--- src/rtl/hrhp_pkg.sv ---
// Shared types, codes and constant string tables for the HTTP request header parser.
// No dependencies; imported by hrhp_parse and http_request_header_parser_core.
package hrhp_pkg;

  localparam int unsigned OffW    = 12;
  localparam int unsigned STdataW = 8;
  localparam int unsigned MTdataW = 80;

  localparam logic [7:0] ChSp    = 8'h20;
  localparam logic [7:0] ChCr    = 8'h0d;
  localparam logic [7:0] ChLf    = 8'h0a;
  localparam logic [7:0] ChColon = 8'h3a;

  typedef enum logic [1:0] {
    ST_OK,
    ST_BAD_REQUEST,
    ST_NOT_ALLOWED,
    ST_TOO_LARGE
  } status_e;

  typedef enum logic {
    KIND_TUPLE,
    KIND_VERDICT
  } kind_e;

  typedef enum logic [1:0] {
    METH_GET,
    METH_HEAD,
    METH_POST
  } method_e;

  typedef enum logic [1:0] {
    VER_0_9,
    VER_1_0,
    VER_1_1
  } version_e;

  typedef struct packed {
    kind_e             kind;
    status_e           status;
    method_e           method;
    version_e          version;
    logic [OffW-1:0]   url_start;
    logic [OffW-1:0]   url_end;
    logic [OffW-1:0]   name_start;
    logic [OffW-1:0]   name_end;
    logic [OffW-1:0]   value_start;
    logic [OffW-1:0]   value_end;
    logic              last;
  } result_t;

  function automatic logic [3:0] meth_len(input logic [1:0] k);
    logic [3:0] n;
    case (k)
      2'd0:    n = 4'd3;
      2'd1:    n = 4'd4;
      2'd2:    n = 4'd4;
      default: n = 4'd0;
    endcase
    return n;
  endfunction

  function automatic logic [7:0] meth_chr(input logic [1:0] k, input logic [3:0] idx);
    logic [31:0] w;
    case (k)
      2'd0:    w = {"GET", 8'h00};
      2'd1:    w = "HEAD";
      2'd2:    w = "POST";
      default: w = '0;
    endcase
    return w[(5'd24 - {idx[1:0], 3'b000}) +: 8];
  endfunction

  localparam logic [3:0] VerLen = 4'd8;

  function automatic logic [7:0] ver_chr(input logic [1:0] k, input logic [3:0] idx);
    logic [63:0] w;
    case (k)
      2'd0:    w = "HTTP/0.9";
      2'd1:    w = "HTTP/1.0";
      2'd2:    w = "HTTP/1.1";
      default: w = '0;
    endcase
    return w[(6'd56 - {idx[2:0], 3'b000}) +: 8];
  endfunction

  function automatic logic [2:0] meth_narrow(input logic [2:0] mask, input logic [3:0] idx,
                                             input logic [7:0] c);
    logic [2:0] r;
    for (int k = 0; k < 3; k++) begin
      r[k] = mask[k] && (idx < meth_len(2'(k))) && (meth_chr(2'(k), idx) == c);
    end
    return r;
  endfunction

  function automatic logic [2:0] meth_finish(input logic [2:0] mask, input logic [3:0] idx);
    logic [2:0] r;
    for (int k = 0; k < 3; k++) begin
      r[k] = mask[k] && (meth_len(2'(k)) == idx);
    end
    return r;
  endfunction

  function automatic logic [2:0] ver_narrow(input logic [2:0] mask, input logic [3:0] idx,
                                            input logic [7:0] c);
    logic [2:0] r;
    for (int k = 0; k < 3; k++) begin
      r[k] = mask[k] && (idx < VerLen) && (ver_chr(2'(k), idx) == c);
    end
    return r;
  endfunction

  function automatic logic [2:0] ver_finish(input logic [2:0] mask, input logic [3:0] idx);
    return (idx == VerLen) ? mask : 3'b000;
  endfunction

  function automatic logic [1:0] code_of(input logic [2:0] mask);
    logic [1:0] r;
    if (mask[0]) begin
      r = 2'd0;
    end else if (mask[1]) begin
      r = 2'd1;
    end else if (mask[2]) begin
      r = 2'd2;
    end else begin
      r = 2'd0;
    end
    return r;
  endfunction

endpackage

--- src/rtl/http_request_header_parser_core.sv ---
// Top level of the HTTP request header parser: input register, parser, result register.
// Depends on hrhp_pkg and hrhp_parse.
//
// Usage: request bytes enter on the s_axis channel, one per transfer; tuser set marks
// the first byte of a new request and clears all parse state. Results leave on m_axis:
// tuser 0 is a header tuple (name and value offsets), tuser 1 with tlast is the final
// verdict for the request. A tuple is void if the verdict that follows carries an error.
// After the verdict, bytes are taken and dropped until the next request start.
// Path: each byte goes through the input register, the parser and the result register.
// Throughput: one byte per cycle unless a result waits untaken; each byte is handled in
// a single pass of logic between the input register and the result register.
// Stall: a pending result waits in the result register; the input register still
// accepts a byte while the result is taken in the same cycle, otherwise it holds one
// byte and tready drops.
// Reset: rst_ni clears both stages and the parse state; the parser waits for offset 0.
module http_request_header_parser_core
  import hrhp_pkg::*;
#(
  parameter int unsigned BUF_BYTES    = 4096,
  parameter int unsigned HEADER_SLOTS = 64
) (
  input  logic               clk_i,
  input  logic               rst_ni,
  input  logic               s_axis_tvalid,
  output logic               s_axis_tready,
  input  logic [STdataW-1:0] s_axis_tdata,  // byte_value
  input  logic               s_axis_tuser,  // new_request
  output logic               m_axis_tvalid,
  input  logic               m_axis_tready,
  // status[1:0], method[3:2], version[5:4], url_start[17:6], url_end[29:18],
  // name_start[41:30], name_end[53:42], value_start[65:54], value_end[77:66], zero pad
  output logic [MTdataW-1:0] m_axis_tdata,
  output logic               m_axis_tuser,  // kind
  output logic               m_axis_tlast   // last
);

  logic               in_valid_q;
  logic [7:0]         in_byte_q;
  logic               in_new_q;
  logic               out_valid_q;
  logic [MTdataW-1:0] out_data_q;
  logic               out_user_q;
  logic               out_last_q;
  logic               out_free;
  logic               advance;
  logic               res_valid;
  result_t            res;

  assign out_free      = !out_valid_q || m_axis_tready;
  assign advance       = in_valid_q && out_free;
  assign s_axis_tready = !in_valid_q || advance;

  hrhp_parse #(
    .BUF_BYTES    (BUF_BYTES),
    .HEADER_SLOTS (HEADER_SLOTS)
  ) u_parse (
    .clk_i         (clk_i),
    .rst_ni        (rst_ni),
    .step_i        (advance),
    .byte_i        (in_byte_q),
    .new_request_i (in_new_q),
    .res_valid_o   (res_valid),
    .res_o         (res)
  );

  always_ff @(posedge clk_i or negedge rst_ni) begin
    if (!rst_ni) begin
      in_valid_q  <= 1'b0;
      out_valid_q <= 1'b0;
    end else begin
      if (s_axis_tvalid && s_axis_tready) begin
        in_valid_q <= 1'b1;
      end else if (advance) begin
        in_valid_q <= 1'b0;
      end
      if (advance && res_valid) begin
        out_valid_q <= 1'b1;
      end else if (m_axis_tready) begin
        out_valid_q <= 1'b0;
      end
    end
  end

  always_ff @(posedge clk_i) begin
    if (s_axis_tvalid && s_axis_tready) begin
      in_byte_q <= s_axis_tdata;
      in_new_q  <= s_axis_tuser;
    end
    if (advance && res_valid) begin
      out_data_q <= {2'b00, res.value_end, res.value_start, res.name_end, res.name_start,
                     res.url_end, res.url_start, res.version, res.method, res.status};
      out_user_q <= res.kind;
      out_last_q <= res.last;
    end
  end

  assign m_axis_tvalid = out_valid_q;
  assign m_axis_tdata  = out_data_q;
  assign m_axis_tuser  = out_user_q;
  assign m_axis_tlast  = out_last_q;

endmodule

--- src/rtl/hrhp_parse.sv ---
// Parse state and per-byte next-state logic of the HTTP request header parser.
// Depends on hrhp_pkg; state advances on step_i, result is combinational.
module hrhp_parse
  import hrhp_pkg::*;
#(
  parameter int unsigned BUF_BYTES    = 4096,
  parameter int unsigned HEADER_SLOTS = 64
) (
  input  logic       clk_i,
  input  logic       rst_ni,
  input  logic       step_i,
  input  logic [7:0] byte_i,
  input  logic       new_request_i,
  output logic       res_valid_o,
  output result_t    res_o
);

  localparam int unsigned PosW   = $clog2(BUF_BYTES);
  localparam int unsigned TcntW  = $clog2(HEADER_SLOTS / 2 + 1);
  localparam logic [PosW-1:0]  LastPos   = PosW'(BUF_BYTES - 2);
  localparam logic [TcntW-1:0] MaxTuples = TcntW'(HEADER_SLOTS / 2);

  localparam logic [1:0] TP_NONE    = 2'd0;
  localparam logic [1:0] TP_CR      = 2'd1;
  localparam logic [1:0] TP_CRLF    = 2'd2;
  localparam logic [1:0] TP_CRLFCR  = 2'd3;

  typedef enum logic [1:0] {
    PH_METHOD,
    PH_PATH,
    PH_VERSION,
    PH_HEADERS
  } phase_e;

  typedef struct packed {
    logic [PosW-1:0]  off;
    phase_e           phase;
    logic [2:0]       meth;
    logic [2:0]       ver;
    logic [3:0]       cidx;
    logic [PosW-1:0]  url_s;
    logic [PosW-1:0]  url_e;
    logic             name_act;
    logic             value_act;
    logic             skip;
    logic [PosW-1:0]  name_pos;
    logic [PosW-1:0]  colon_pos;
    logic [PosW-1:0]  value_pos;
    logic [TcntW-1:0] tcnt;
    logic [1:0]       term;
    status_e          verdict;
    logic             done;
  } st_t;

  function automatic st_t st_reset();
    st_t s;
    s         = '0;
    s.phase   = PH_METHOD;
    s.meth    = 3'b111;
    s.ver     = 3'b111;
    s.verdict = ST_OK;
    return s;
  endfunction

  st_t state_q, state_d;

  always_comb begin
    logic [PosW-1:0] pos;
    logic [PosW-1:0] at;
    logic [7:0]      ch;
    logic            en;
    logic            prev_cr;
    logic            term;
    logic            tuple;
    logic            is_letter;

    state_d     = new_request_i ? st_reset() : state_q;
    res_valid_o = 1'b0;
    res_o       = '0;
    pos         = state_d.off;
    at          = '0;
    ch          = '0;
    en          = 1'b0;
    prev_cr     = (state_d.term == TP_CR) || (state_d.term == TP_CRLFCR);
    term        = 1'b0;
    tuple       = 1'b0;
    is_letter   = ((byte_i >= 8'h41) && (byte_i <= 8'h5a)) ||
                  ((byte_i >= 8'h61) && (byte_i <= 8'h7a));

    if (!state_d.done) begin
      if (byte_i == ChCr) begin
        state_d.term = (state_d.term == TP_CRLF) ? TP_CRLFCR : TP_CR;
      end else if (byte_i == ChLf) begin
        if (state_d.term == TP_CR) begin
          state_d.term = TP_CRLF;
        end else begin
          term         = (state_d.term == TP_CRLFCR);
          state_d.term = TP_NONE;
        end
      end else begin
        state_d.term = TP_NONE;
      end

      if (state_d.phase != PH_HEADERS) begin
        if (prev_cr && (byte_i == ChLf)) begin
          // request line complete
          at = pos - 1'b1;
          case (state_d.phase)
            PH_METHOD: begin
              state_d.meth    = meth_finish(state_d.meth, state_d.cidx);
              state_d.verdict = (|state_d.meth) ? ST_BAD_REQUEST : ST_NOT_ALLOWED;
            end
            PH_PATH: begin
              state_d.url_e   = at;
              state_d.verdict = (|state_d.meth) ? ST_BAD_REQUEST : ST_NOT_ALLOWED;
            end
            default: begin
              state_d.ver = ver_finish(state_d.ver, state_d.cidx);
              if (!(|state_d.meth)) begin
                state_d.verdict = ST_NOT_ALLOWED;
              end else if (state_d.url_e <= state_d.url_s) begin
                state_d.verdict = ST_BAD_REQUEST;
              end else if (!(|state_d.ver)) begin
                state_d.verdict = ST_BAD_REQUEST;
              end else begin
                state_d.verdict = ST_OK;
              end
            end
          endcase
          state_d.phase = PH_HEADERS;
        end else begin
          // a held-back CR turns out to be a plain byte, then the current byte
          for (int s = 0; s < 2; s++) begin
            if (s == 0) begin
              en = prev_cr;
              ch = ChCr;
              at = pos - 1'b1;
            end else begin
              en = (byte_i != ChCr);
              ch = byte_i;
              at = pos;
            end
            if (en) begin
              case (state_d.phase)
                PH_METHOD: begin
                  if (ch == ChSp) begin
                    state_d.meth  = meth_finish(state_d.meth, state_d.cidx);
                    state_d.url_s = at + 1'b1;
                    state_d.phase = PH_PATH;
                  end else begin
                    state_d.meth = meth_narrow(state_d.meth, state_d.cidx, ch);
                    if (state_d.cidx != 4'hf) state_d.cidx = state_d.cidx + 4'd1;
                  end
                end
                PH_PATH: begin
                  if (ch == ChSp) begin
                    state_d.url_e = at;
                    state_d.phase = PH_VERSION;
                    state_d.cidx  = '0;
                    state_d.ver   = 3'b111;
                  end
                end
                PH_VERSION: begin
                  state_d.ver = ver_narrow(state_d.ver, state_d.cidx, ch);
                  if (state_d.cidx != 4'hf) state_d.cidx = state_d.cidx + 4'd1;
                end
                default: ;
              endcase
            end
          end
        end
      end else if (!term && (state_d.verdict == ST_OK)) begin
        if (state_d.skip) begin
          if (byte_i == ChSp) begin
            state_d.value_pos = pos + 1'b1;
          end else begin
            state_d.skip = 1'b0;
          end
        end
        if (state_d.name_act && state_d.value_act &&
            ((byte_i == ChCr) || (byte_i == ChLf))) begin
          if (state_d.tcnt < MaxTuples) begin
            state_d.tcnt      = state_d.tcnt + 1'b1;
            tuple             = 1'b1;
            res_o.name_start  = OffW'(state_d.name_pos);
            res_o.name_end    = OffW'(state_d.colon_pos);
            res_o.value_start = OffW'(state_d.value_pos);
            res_o.value_end   = OffW'(pos);
            state_d.name_act  = 1'b0;
            state_d.value_act = 1'b0;
            state_d.skip      = 1'b0;
          end else begin
            state_d.verdict = ST_TOO_LARGE;
          end
        end else if (state_d.name_act && !state_d.value_act && (byte_i == ChColon)) begin
          state_d.colon_pos = pos;
          state_d.value_act = 1'b1;
          state_d.value_pos = pos + 1'b1;
          state_d.skip      = 1'b1;
        end else if (!state_d.name_act && is_letter) begin
          state_d.name_act = 1'b1;
          state_d.name_pos = pos;
        end
      end

      state_d.off = pos + 1'b1;

      if (term || (pos >= LastPos)) begin
        if (!term) state_d.verdict = ST_TOO_LARGE;
        state_d.done      = 1'b1;
        res_valid_o       = 1'b1;
        res_o.kind        = KIND_VERDICT;
        res_o.status      = state_d.verdict;
        res_o.last        = 1'b1;
        res_o.name_start  = '0;
        res_o.name_end    = '0;
        res_o.value_start = '0;
        res_o.value_end   = '0;
      end else if (tuple) begin
        res_valid_o  = 1'b1;
        res_o.kind   = KIND_TUPLE;
        res_o.status = ST_OK;
        res_o.last   = 1'b0;
      end

      if (res_o.status == ST_OK) begin
        res_o.method    = method_e'(code_of(state_d.meth));
        res_o.version   = version_e'(code_of(state_d.ver));
        res_o.url_start = OffW'(state_d.url_s);
        res_o.url_end   = OffW'(state_d.url_e);
      end
    end
  end

  always_ff @(posedge clk_i or negedge rst_ni) begin
    if (!rst_ni) begin
      state_q <= st_reset();
    end else if (step_i) begin
      state_q <= state_d;
    end
  end

endmodule

--- config.mk ---
export PLATFORM = sky130hd
export DESIGN_NAME = http_request_header_parser_core
export DESIGN_NICKNAME = d
export VERILOG_FILES = /design/src/rtl/hrhp_pkg.sv /design/src/rtl/http_request_header_parser_core.sv /design/src/rtl/hrhp_parse.sv
export SDC_FILE = /design/constraint.sdc
export NUM_CORES = 1
export LEC_CHECK = 0
export ABC_AREA = 1
export BUFFER_PORTS_ARGS = -buffer_cell sky130_fd_sc_hd__buf_2
export CORE_ASPECT_RATIO = 1.1
export CORE_MARGIN = 3
export CORE_UTILIZATION = 50
export CTS_BUF_LIST = sky130_fd_sc_hd__clkbuf_4 sky130_fd_sc_hd__clkbuf_8 sky130_fd_sc_hd__clkbuf_16
export CTS_CLUSTER_SIZE = 25
export DETAILED_ROUTE_END_ITERATION = 8
export PLACE_DENSITY = 0.71
export SYNTH_ARGS = -nofsm -noshare
export SYNTH_HDL_FRONTEND = slang
export SYNTH_SLANG_ARGS = --single-unit
--- constraint.sdc ---
create_clock -name clk_i -period 5.6 [get_ports clk_i]
set_input_delay 1.68 -clock clk_i [delete_from_list [all_inputs] [get_ports clk_i]]
set_output_delay 1.68 -clock clk_i [all_outputs]
set_load 0.05 [all_outputs]
# == Word level (Yosys, flattened, before mapping) ==
# Index checks and enable logic that the tools add are counted.
# op_classes
bitwise,4
add_sub_neg,11
eq_ne,36
muxes,241
reduce_logical,72
shifts,12
multipliers,0
magnitude_cmp,13
n_div,0
# ops
operator,n
2-to-1 mux 64 bit,30
2-to-1 mux 32 bit,36
indexed part select 64 x 7 -> 8 bit,6
2-to-1 mux 36 bit,8
2-to-1 mux 12 bit,20
2-to-1 mux 4 bit,60
2-to-1 mux 98 bit,2
indexed part select 32 x 6 -> 8 bit,6
== test 8 bit,12
2-to-1 mux 45 bit,2
2-to-1 mux 8 bit,7
logical AND 1 bit,45
2-to-1 mux 2 bit,21
adder 12 x 1 -> 12 bit (second input constant),3
2-to-1 mux 3 bit,12
== test 8 x 6 -> 1 bit (second input constant),4
2-to-1 mux 1 bit,30
== test 4 bit,6
2-to-1 mux 24 bit,1
one-hot mux 4 bit (3 select lines),2
== test 8 x 4 -> 1 bit (second input constant),2
>= comparator 8 x 7 -> 1 bit (second input constant),2
less-or-equal comparator 8 x 7 -> 1 bit (second input constant),2
less-than comparator 4 bit,4
29 further kinds,66
# totals
mem_bits_rw,0
out_inout_bits,84
mem_count,0
register_bits,189
inputBits,13
wordCells,419
mem_bits_ro,0
latch_bits,0

# == Longest topological paths before layout ==
# logic_depth
word_depth,40
mapped_depth,28
depth_no_buf,26

# == Modules after synthesis ==
# Synthesis repeated with hierarchy kept, for this count alone.
# hier_totals
cells_unflattened,1475
hier_area_um2,11566.1
# modules_own_cells
mod,seq_area_each_um2,area_per_inst_um2,n_inst,cells_each
hrhp_parse,2459.9,8765.9,1,1368
http_request_header_parser_core,2722.6,2800.2,1,107

# == Worst setup path before layout ==
# OpenSTA, ideal clock, no wires.
# synth_path
kind,in2reg
startpoint,input m_axis_tready
endpoint,"register out_valid_q, in the netlist m_axis_tvalid"
stages,7
setup_time_ps,89
arrival_time_ps,6797
path_slack_ps,-1286
n_path_buf,0
required_time_ps,5511
cell_sequence,nor2_1 -> nor2_2 -> clkinv_1 -> nor2_1 -> inv_2 -> a21oi_1 -> or2_2
# synth_between
elab_chain_cells,4
word_cells_on_any_way,5
classes_between,1 x mux; 4 x reduce/logical
# synth_rtl
item,line,rtl
start: declaration,http_request_header_parser_core.sv:29,"input logic m_axis_tready,"
logical OR 1 bit,http_request_header_parser_core.sv:49,assign out_free = !out_valid_q || m_axis_tready;
logical AND 1 bit,http_request_header_parser_core.sv:50,assign advance = in_valid_q && out_free;
logical AND 1 bit,http_request_header_parser_core.sv:76,if (advance && res_valid) begin
2-to-1 mux 1 bit or nonzero test 2 bit (tied branches),-,
end signal: assignment,http_request_header_parser_core.sv:69,out_valid_q <= 1'b0;
end signal: assignment,http_request_header_parser_core.sv:77,out_valid_q <= 1'b1;
end signal: assignment,http_request_header_parser_core.sv:79,out_valid_q <= 1'b0;
end: declaration,http_request_header_parser_core.sv:40,logic out_valid_q;
# Parallel ways exist; a longest one is shown, timed or not.
# A chain may end at the register's enable or synchronous reset.

# == Worst setup path after layout ==
# layout_path
startpoint,register in_new_q
endpoint,"register out_data_q[43], in the netlist m_axis_tdata[43] (data pin)"
# layout_between
elab_chain_cells,10
word_cells_on_any_way,20
classes_between,2 x order compare; 3 x eq/ne; 5 x mux; 3 x bitwise; 7 x reduce/logical
# layout_rtl
item,line,rtl
start: declaration,http_request_header_parser_core.sv:39,logic in_new_q;
start signal: assignment,http_request_header_parser_core.sv:87,in_new_q <= s_axis_tuser;
2-to-1 mux 98 bit *,hrhp_parse.sv:77,state_d = new_request_i ? st_reset() : state_q;
== test 2 bit or == test 2 x 1 -> 1 bit (tied branches),"hrhp_parse.sv:97, hrhp_parse.sv:94",
2-to-1 mux 1 bit,hrhp_parse.sv:94,if (state_d.term == TP_CR) begin
2-to-1 mux 1 bit,hrhp_parse.sv:93,end else if (byte_i == ChLf) begin
2-to-1 mux 1 bit,hrhp_parse.sv:91,if (byte_i == ChCr) begin
2-to-1 mux 1 bit,hrhp_parse.sv:90,if (!state_d.done) begin
zero test 1 bit,hrhp_parse.sv:172,end else if (!term && (state_d.verdict == ST_OK)) begin
logical AND 1 bit,hrhp_parse.sv:172,
inverter 1 bit (no source line),-,
OR reduction 6 bit (no source line),-,
end signal: assignment,http_request_header_parser_core.sv:90,"out_data_q <= {2'b00, res.value_end, res.value_start, res.name_end, res.name_start,"
end: declaration,http_request_header_parser_core.sv:41,logic [MTdataW-1:0] out_data_q;
# Mark *: on every way between the ends. The rest lies on a longest branch, timed or not. The select of a mux whose other input is x is not followed.

==> flow_metrics.env <==
export IMPL_syn_area_um2=11400
export IMPL_tns_ps=0
export IMPL_p_int_uw=2290
export IMPL_stdcell_count=1841
export IMPL_grtUsageMet2=0.451
export IMPL_post_route_period_util=0.764
export IMPL_synth_seq_area_share=0.451
export IMPL_yosysMostFrequentCell="nand2_1"
export IMPL_fin_worst_skew_ps=14.0
export IMPL_vias_per_cell=5.69
export IMPL_place_ws_ps=1400
export IMPL_grt_met3_usage=0.0420
export IMPL_rr_endpoint="m_axis_tdata[43]$_SDFFCE_PP0P_"
export IMPL_startpoint_type="flip-flop"
export IMPL_seqPwrFrac=0.468
export IMPL_yosysTopAreaCellShare=0.231
export IMPL_total_power_uw=3290
export IMPL_post_cts_resized=0
export IMPL_swShare=0.305
export IMPL_nets=1574
export IMPL_setup_viol=0
export IMPL_track_usage=0.271
export IMPL_p_leak_uw=0.00565
export IMPL_routedWlPerCell_um=17.7
export IMPL_async_flop_share=0.532
export IMPL_ioPinCount=97
export IMPL_placed_cells=1809
export IMPL_syn_to_final_growth_pct=11.1
export IMPL_hp_class="flip-flop to flip-flop"
export IMPL_cp_end_kind="flip-flop"
export IMPL_pwr_density_cell_nw_per_um2=259
export IMPL_rows=57
export IMPL_drc=0
export IMPL_outcome="completed"
export IMPL_cts_made_buffers=17
export IMPL_use_met1=0.342
export IMPL_vdd_ir_drop_max_uv=225
export IMPL_rsz0062_at_grt="false"
export IMPL_grt_ovfl_total=0
export IMPL_multi_input_area_um2=5280
export IMPL_max_stage_delay_ps=780
export IMPL_whs_path_depth=2
export IMPL_antenna_found_initial=0
export IMPL_grt_max_degree=81
export IMPL_cts_root_buffer="clkbuf_16"
export IMPL_start_util=0.513
export IMPL_hp_start="u_parse.state_q[83]$_DFFE_PN1P_"
export IMPL_seq_area_um2=5150
export IMPL_arrival_ps=4540
export IMPL_diodes=0
export IMPL_synth_avg_cell_area_um2=7.76
export IMPL_path_cells="inv_4, nand2_1, ha_1, nor2_1, nor3_1, nand3_1, inv_2, a31oi_1, nand2_2, nor3_1"
export IMPL_grt_pass1_wl_um=52400
export IMPL_coreArea_um2=22300
export IMPL_ys_seq_elements=188
export IMPL_reg2reg_from="in_new_q$_DFFE_PP_"
export IMPL_clk_path_buf_depth=2
export IMPL_p_switching_uw=1000
export IMPL_syn_inst=1472
export IMPL_fill_cells=2103
export IMPL_startpoint="in_new_q$_DFFE_PP_"
export IMPL_fin_crit_ps=4280
export IMPL_clkLatencyLatePin_ps=460
export IMPL_hold_buffers=0
export IMPL_hold_path_endpoint="u_parse.state_q[83]$_DFFE_PN1P_"
export IMPL_ys_warn_count=0
export IMPL_finalHoldViolations=0
export IMPL_setup_ws_ps=1320
export IMPL_htreeDepth=4
export IMPL_cts_setup_buffers=0
export IMPL_tightest_slew_ps=1100
export IMPL_cts_sinks=188
export IMPL_first_iter_violations=974
export IMPL_pwr_share_comb=0.137
export IMPL_cp_slowest_cell="nand2_2"
export IMPL_synth_flop_cell="dfrtp_1"
export IMPL_synthTopCellsByArea="edfxtp_1, dfrtp_1, nand2_1"
export IMPL_place_congestion=0.966
export IMPL_path_class="flip-flop to flip-flop"
export IMPL_die_area_um2=24700
export IMPL_synth_cell_types=56
export IMPL_path_clk_slew_ps=80
export IMPL_final_max_slew_viol_count=0
export IMPL_drv_cap=0
export IMPL_numPortBuffers=94
export IMPL_first_global_vias=9915
export IMPL_reg2reg_slack_ps=1320
export IMPL_hpwlAfterDp_um=23200
export IMPL_max_freq_mhz=234
export IMPL_p_clk_frac=0.396
export IMPL_synth_largest_area_cell="edfxtp_1"
export IMPL_reg2reg_depth=10
export IMPL_dr_pass1_iters=6
export IMPL_ant_nets=0
export IMPL_synth_edf_count=88
export IMPL_grt_busiest_layer="met2"
export IMPL_drt_wl_total_um=32700
export IMPL_die_h_um=164
export IMPL_required_ps=5860
export IMPL_critPathMaxFanout=49
export IMPL_critPathMostFrequentCell="nor3_1"
export IMPL_cts_tree="built"
export IMPL_die_w_um=150
export IMPL_drive_gt1_frac=0.147
export IMPL_synth_common_cells="nand2_1, nor2_1, inv_1, o21ai_0, a21oi_1"
export IMPL_relSlewSlack=0.261
export IMPL_vias=10500
export IMPL_whs_ps=487
-- cell usage in the layout (no fill, tap or decap), drive strengths merged, types with 2 or more instances in the layout --
cell	netlist	layout
nand2	325	325
nor2	226	226
inv	174	179
o21ai	129	129
a21oi	113	113
buf	29	106
dfrtp	94	94
edfxtp	88	88
nand3	74	74
ha	28	28
a31oi	26	26
nor3	20	20
clkbuf	36	17
nand4	16	16
o211ai	15	15
a22oi	13	13
xor2	13	13
clkinv	3	11
o22ai	7	7
dfstp	6	6
o221ai	5	5
a211oi	3	3
o2111ai	3	3
or2	3	3
xnor2	2	2
o21a	2	2
a2bb2oi	2	2
o22a	2	2
nand3b	2	2
a32oi	2	2
conb	1	2
-- flip-flops by register name, indices dropped and copies added (netlist names) --
register	count
m_axis_tdata	78
m_axis_tvalid	1
m_axis_tuser	1
in_byte_q	8
u_parse.state_q	98
in_valid_q	1
in_new_q	1
-- worst max path at each step --
| stage | slack [ps] | depth (start not counted) | to |
|---|---|---|---|
| 2_1_floorplan | 530 | 6 | m_axis_tdata[0]$_SDFFCE_PP0P_ |
| 3_3_place_gp | 1470 | 4 | s_axis_tready |
| 3_5_place_dp | 1400 | 10 | m_axis_tdata[43]$_SDFFCE_PP0P_ |
| 4_1_cts | 1380 | 10 | m_axis_tdata[43]$_SDFFCE_PP0P_ |
| 5_1_grt | 1000 | 10 | m_axis_tdata[43]$_SDFFCE_PP0P_ |
| 6_report | 1320 | 10 | m_axis_tdata[43]$_SDFFCE_PP0P_ |
-- logic make-up after synthesis --
group	after synthesis	share of synthesized area
AO/OA/AOI/OAI	331	0.164
XOR/XNOR	15	0.0115
adder cells (fa/ha/maj)	28	0.0307
multiplexers	1	0.000986
AND/OR/NAND/NOR	666	0.252
flip-flops	188	0.451
other	1	0.000328
buffers and inverters	242	0.0890
-- stage by stage --
step / cell area (µm²) / utilization
finish: 12700 / 0.570
global route: 12700 / 0.570
CTS: 12700 / 0.570
detailed placement: 12000 / 0.541
global placement: 12000 / 0.541
floorplan: 11400 / -
-- per-layer routing --
layer  part of all wire  vias to the layer above
met2               0.47                      496
met3              0.073                       93
met1               0.41                     4862
met4              0.055                        0
li1                   -                     5029
met5                  0                        -
-- worst max-delay path: cells and delay by family (launching register included) --
kind | cells | cell delay (ps)
and+or+nand+nor | 6 | 1820
DFF | 1 | 650
adders and majority gates | 1 | 310
AOI/OAI and AO/OA | 1 | 580
buffers and inverters | 2 | 660
-- cell type report --
cell class / instances / area share
Clock buffer: 17 / 0.0335
Clock inverter: 15 / 0.0173
Inverter: 177 / 0.0526
Multi-Input combinational cell: 1043 / 0.416
Sequential cell: 188 / 0.406
Tap cell: 295 / 0.0291
Timing Repair Buffer: 106 / 0.0454
-- power by group through the flow --
stage | clock network (µW) | registers [µW] | logic, µW
after floorplan | 0 | 1550 | 326
after global placement | 0 | 1560 | 434
after global routing | 1370 | 1540 | 507
after CTS | 1300 | 1540 | 445
after detailed placement | 0 | 1560 | 442
final | 1300 | 1540 | 450
No activity file was read; power rests on OpenSTA's default activity.
